===== src/rtl/scd_pkg.sv =====
package scd_pkg;

	// Buffer and LFO table sizes, both powers of two.
	localparam int BUF_AW    = 12;
	localparam int BUF_DEPTH = 1 << BUF_AW;
	localparam int LFO_AW    = 18;
	localparam int LFO_DEPTH = 1 << LFO_AW;

	// The power-up sweep covers the larger of the two memories.
	localparam int CLR_AW    = (LFO_AW > BUF_AW) ? LFO_AW : BUF_AW;

	// Field widths.
	localparam int PERIOD_W   = 19;
	localparam int PHASE_W    = 18;
	localparam int INDEX_W    = 18;
	localparam int TVAL_W     = 12;
	localparam int SAMPLE_W   = 32;
	localparam int CFG_IDX_W  = 2;
	localparam int CFG_DATA_W = 19;

	// Width that holds both the period and the table depth itself.
	localparam int EP_W = (PERIOD_W > LFO_AW + 1) ? PERIOD_W : LFO_AW + 1;

	// Queue depths, powers of two.
	localparam int CMDQ_DEPTH = 4;
	localparam int CMDQ_AW    = $clog2(CMDQ_DEPTH);
	localparam int OUTQ_DEPTH = 4;
	localparam int OUTQ_AW    = $clog2(OUTQ_DEPTH);

	typedef enum logic {
		ACT_LOAD   = 1'b0,
		ACT_SAMPLE = 1'b1
	} action_t;

	typedef enum logic [CFG_IDX_W-1:0] {
		REG_LFO_PERIOD  = 2'd0,
		REG_RIGHT_PHASE = 2'd1
	} cfg_reg_t;

	typedef struct packed {
		action_t                     action;
		logic [INDEX_W-1:0]          table_index;
		logic [TVAL_W-1:0]           table_value;
		logic signed [SAMPLE_W-1:0]  in_left;
		logic signed [SAMPLE_W-1:0]  in_right;
	} item_t;

	typedef struct packed {
		logic signed [SAMPLE_W-1:0]  out_left;
		logic signed [SAMPLE_W-1:0]  out_right;
	} result_t;

	// One sample on its way from the front to the back.
	typedef struct packed {
		logic [BUF_AW-1:0]           wp;
		logic [BUF_AW-1:0]           dly_left;
		logic [BUF_AW-1:0]           dly_right;
		logic                        bypass;
		logic signed [SAMPLE_W-1:0]  in_left;
		logic signed [SAMPLE_W-1:0]  in_right;
	} cmd_t;

	typedef struct packed {
		logic                        busy;
		logic [CLR_AW-1:0]           addr;
	} clr_t;

	typedef struct packed {
		logic                        head_valid;
		logic [CMDQ_AW:0]            count;
	} cmdq_stat_t;

endpackage


===== src/rtl/scd_cmd_queue.sv =====
module scd_cmd_queue (
	input  logic                clk,
	input  logic                arst_n,
	input  logic                push,
	input  scd_pkg::cmd_t       din,
	input  logic                pop,
	output scd_pkg::cmd_t       head,
	output scd_pkg::cmdq_stat_t stat
);

	scd_pkg::cmd_t                entries_q [scd_pkg::CMDQ_DEPTH];
	logic [scd_pkg::CMDQ_AW-1:0]  wr_ptr_q;
	logic [scd_pkg::CMDQ_AW-1:0]  rd_ptr_q;
	logic [scd_pkg::CMDQ_AW:0]    count_q;

	// Pointers and fill level.
	always_ff @(posedge clk or negedge arst_n) begin
		if (!arst_n) begin
			wr_ptr_q <= '0;
			rd_ptr_q <= '0;
			count_q  <= '0;
		end else begin
			if (push) begin
				wr_ptr_q <= wr_ptr_q + 1'b1;
			end
			if (pop) begin
				rd_ptr_q <= rd_ptr_q + 1'b1;
			end
			count_q <= count_q + (scd_pkg::CMDQ_AW + 1)'(push)
				- (scd_pkg::CMDQ_AW + 1)'(pop);
		end
	end

	// Entry storage.
	always_ff @(posedge clk) begin
		if (push) begin
			entries_q[wr_ptr_q] <= din;
		end
	end

	assign head            = entries_q[rd_ptr_q];
	assign stat.head_valid = (count_q != '0);
	assign stat.count      = count_q;

endmodule


===== config.mk =====
export PLATFORM = sky130hd
export DESIGN_NAME = scd_cmd_queue
export DESIGN_NICKNAME = d
export VERILOG_FILES = /design/src/rtl/scd_pkg.sv /design/src/rtl/scd_cmd_queue.sv
export SDC_FILE = /design/constraint.sdc
export NUM_CORES = 1
export LEC_CHECK = 0
export BUFFER_PORTS_ARGS = -buffer_cell sky130_fd_sc_hd__buf_2
export CORE_MARGIN = 10
export CORE_UTILIZATION = 45
export CTS_CLUSTER_SIZE = 20
export DETAILED_ROUTE_END_ITERATION = 7
export GPL_TIMING_DRIVEN = 0
export PLACE_DENSITY = 0.65
export SKIP_CTS_REPAIR_TIMING = 1
export SYNTH_ARGS = -nofsm -noshare
export SYNTH_HDL_FRONTEND = slang
export SYNTH_SLANG_ARGS = --single-unit

===== constraint.sdc =====
create_clock -name clk -period 6.3 [get_ports clk]
set_input_delay 1.89 -clock clk [delete_from_list [all_inputs] [get_ports clk]]
set_output_delay 1.89 -clock clk [all_outputs]
set_load 0.005 [all_outputs]

==> impl_metrics.json <==
{
  "wl_per_cell_microns": 22.50,
  "setup_slack_ns": 2.313,
  "muxShareOfSynthArea": 0.1514,
  "synth_top_family_by_area": "multiplexers",
  "place_congestion": 0.6657,
  "dpl.cell_count": 1216,
  "grt_pass1_vias": 7182,
  "p_leak_nw": 6.178,
  "path_clk_slew_ns": 0.06,
  "worstPathRequired_ns": 4.41,
  "slew-limit-headroom": 0.4277,
  "cts_tree": "yes",
  "drc": 0,
  "status": "finished clean",
  "crit_fanout": 10,
  "syn_area_sq_mm": 0.01503,
  "routed_via_density": 5.162,
  "slowest_stage": "mux4_2",
  "place_ws_ns": 2.691,
  "ir_drop_mv": 0.2674,
  "fillers": 2499,
  "postSynthCellCount": 561,
  "first_pass_iters": 4,
  "vias": 6659,
  "die_x_microns": 202.7,
  "synth_nets": 673,
  "grt_overflow": 0,
  "period_share": 0.6329,
  "dp_hpwl_microns": 18630,
  "async_flop_share": 0.01703,
  "grt_pass1_wl_microns": 44390,
  "io_buffers": 209,
  "timing_worst_slew_pin_value_ns": 0.8584,
  "drv_cap": 0,
  "endpoint_kind": "output port",
  "h-tree-depth": 2,
  "cp-startpoint": "rd_ptr_q[1]",
  "hold_ws_ns": 0.5472,
  "hold_viol_final": 0,
  "synth.avg_cell_area_sq_um": 26.79,
  "postLayoutCellArea_sq_mm": 0.01801,
  "cp_data_arrival_time_ns": 2.10,
  "max_stage_delay_ns": 0.38,
  "worstSetupPathType": "reg -> out",
  "fin_nets": 930,
  "rows": 66,
  "yosysMostFrequentCell": "edfxtp_1",
  "ant_nets": 0,
  "synth_compound_gate_area_share": 0.0003330,
  "clk_path_buf_depth": 3,
  "finalSetupViolations": 0,
  "synthSimpleGateAreaFrac": 0.002581,
  "worstPathCellList": "buf_2, buf_2, mux4_2, buf_2",
  "synthAdderAreaFrac": 0.006328,
  "die-area_sq_mm": 0.04111,
  "max_freq_ghz": 0.2508,
  "clock-root-buffer": "clkbuf_16",
  "grt_max_degree": 57,
  "clk_latency_ns": 0.52,
  "clkSinkCount": 411,
  "synth-warning-count": 0,
  "hold_path_class": "reg -> reg",
  "final-seq-area_sq_mm": 0.01231,
  "synth_seq_area_share": 0.8189,
  "fin_worst_skew_ns": 0.01059,
  "synth_seq_cells": 411,
  "gr-usage-all-layers": 0.1399,
  "yosys-top-cells-count": "404 x edfxtp_1, 101 x mux4_2, 9 x buf_2",
  "synth.area.top_cells": "edfxtp_1 81%, mux4_2 15%, dfrtp_1 1.2%",
  "cts_buffers": 42,
  "synthFlopType": "edfxtp_1",
  "multiInputGateArea_sq_mm": 0.002467,
  "rsz0062_at_grt": "no",
  "fin_cells": 1290,
  "fin_util": 0.5492,
  "totalWireLength_microns": 29030,
  "core_sq_mm": 0.03278,
  "final_max_slew_viol_count": 0,
  "first_iter_violations": 305,
  "post_dp_cell_area_sq_mm": 0.01675,
  "yosys.area.top_type": "edfxtp_1",
  "initial_core_util": 0.4584,
  "synth_cell_type_count": 18,
  "die_y_microns": 202.7,
  "area_growth_pct": 19.82,
  "antenna_found_initial": 4,
  "period_needed_ns": 3.987,
  "ios": 210,
  "drive_gt1_frac": 0.4640,
  "crit_top_cell": "buf_2",
  "holdCritStartpoint": "wr_ptr_q[0]",
  "power_density_mw_per_mm2": 463.4,
  "synth-xor-area-share": 0.002914,
  "timing.rr.start": "wr_ptr_q[0]",
  "netlist.area_leader.share": 0.8073,
  "startpoint_type": "register",
  "synth_edf_count": 404
}
power by group:
group          internal, W  total, W  switching (W)
Clock              0.00132   0.00227       0.000948
Combinational      0.00118   0.00240        0.00121
Sequential         0.00358   0.00368       0.000102
Total              0.00608   0.00834        0.00226
metal layers:
metal | share of wire | vias up | track usage
li1 | - | 2945 | -
met1 | 0.40 | 3441 | 0.1776
met2 | 0.50 | 207 | 0.2287
met3 | 0.070 | 60 | 0.03789
met4 | 0.025 | 6 | 0.04823
met5 | 0.0012 | - | 0
registers in the layout, summed over array words and instances (netlist names):
| register | cells |
|---|---|
| entries_q | 404 |
| wr_ptr_q | 2 |
| count_q | 3 |
| rd_ptr_q | 2 |
layout make-up:
type,count,area share
Sequential cell,411,0.6835
Multi-Input combinational cell,121,0.1370
Timing Repair Buffer,213,0.06421
Clock buffer,50,0.06122
Tap cell,442,0.03071
Buffer,23,0.01341
Clock inverter,23,0.008547
Inverter,6,0.001251
Antenna cell,1,0.0001390
logic make-up (layout without fill, tap and decap cells):
group                    Yosys count  after routing
flip-flops                       411            411
multiplexers                     101            101
buffers and inverters             29            315
adder cells (fa/ha/maj)            7              7
AND/OR/NAND/NOR                    7              7
XOR/XNOR                           5              5
AO/OA/AOI/OAI                      1              1
other                              0              1
worst max-delay path: cells and delay by family, from the launching register on:
kind     cells  cell delay (ns)
buf+inv      3             0.84
flops        1             0.35
mux          1             0.38
layout by cell type (no fill, tap or decap), drive strengths merged:
cell    synthesis  layout
edfxtp        404     404
buf            21     234
mux4          101     101
clkbuf          2      52
clkinv          0      20
dfrtp           7       7
inv             6       7
ha              6       6
and2            4       4
xnor2           3       3
xor2            2       2
nand2           2       2
bufinv          0       2
diode           0       1
or3             1       1
o21ai           1       1
fa              1       1
per-stage QoR:
step	setup TNS, ns	power, W
2_1_floorplan	0	0.005223
3_3_place_gp	-205.10	0.006256
3_5_place_dp	0	0.006243
4_1_cts	0	0.008535
5_1_grt	0	0.008784
6_report	0	0.008345
final timing paths:
path                               endpoint  slack, ns  cells after the start
min                             wr_ptr_q[0]       0.55                      1
min in group asynchronous       rd_ptr_q[1]       1.19                      1
max                                head[66]       2.31                      4
max in group asynchronous       wr_ptr_q[0]       4.95                      1
max reg2reg                entries_q[0][69]       4.18                      4
min reg2reg                     wr_ptr_q[0]       0.55                      1
Note: power is estimated with default switching activity, not from simulation.
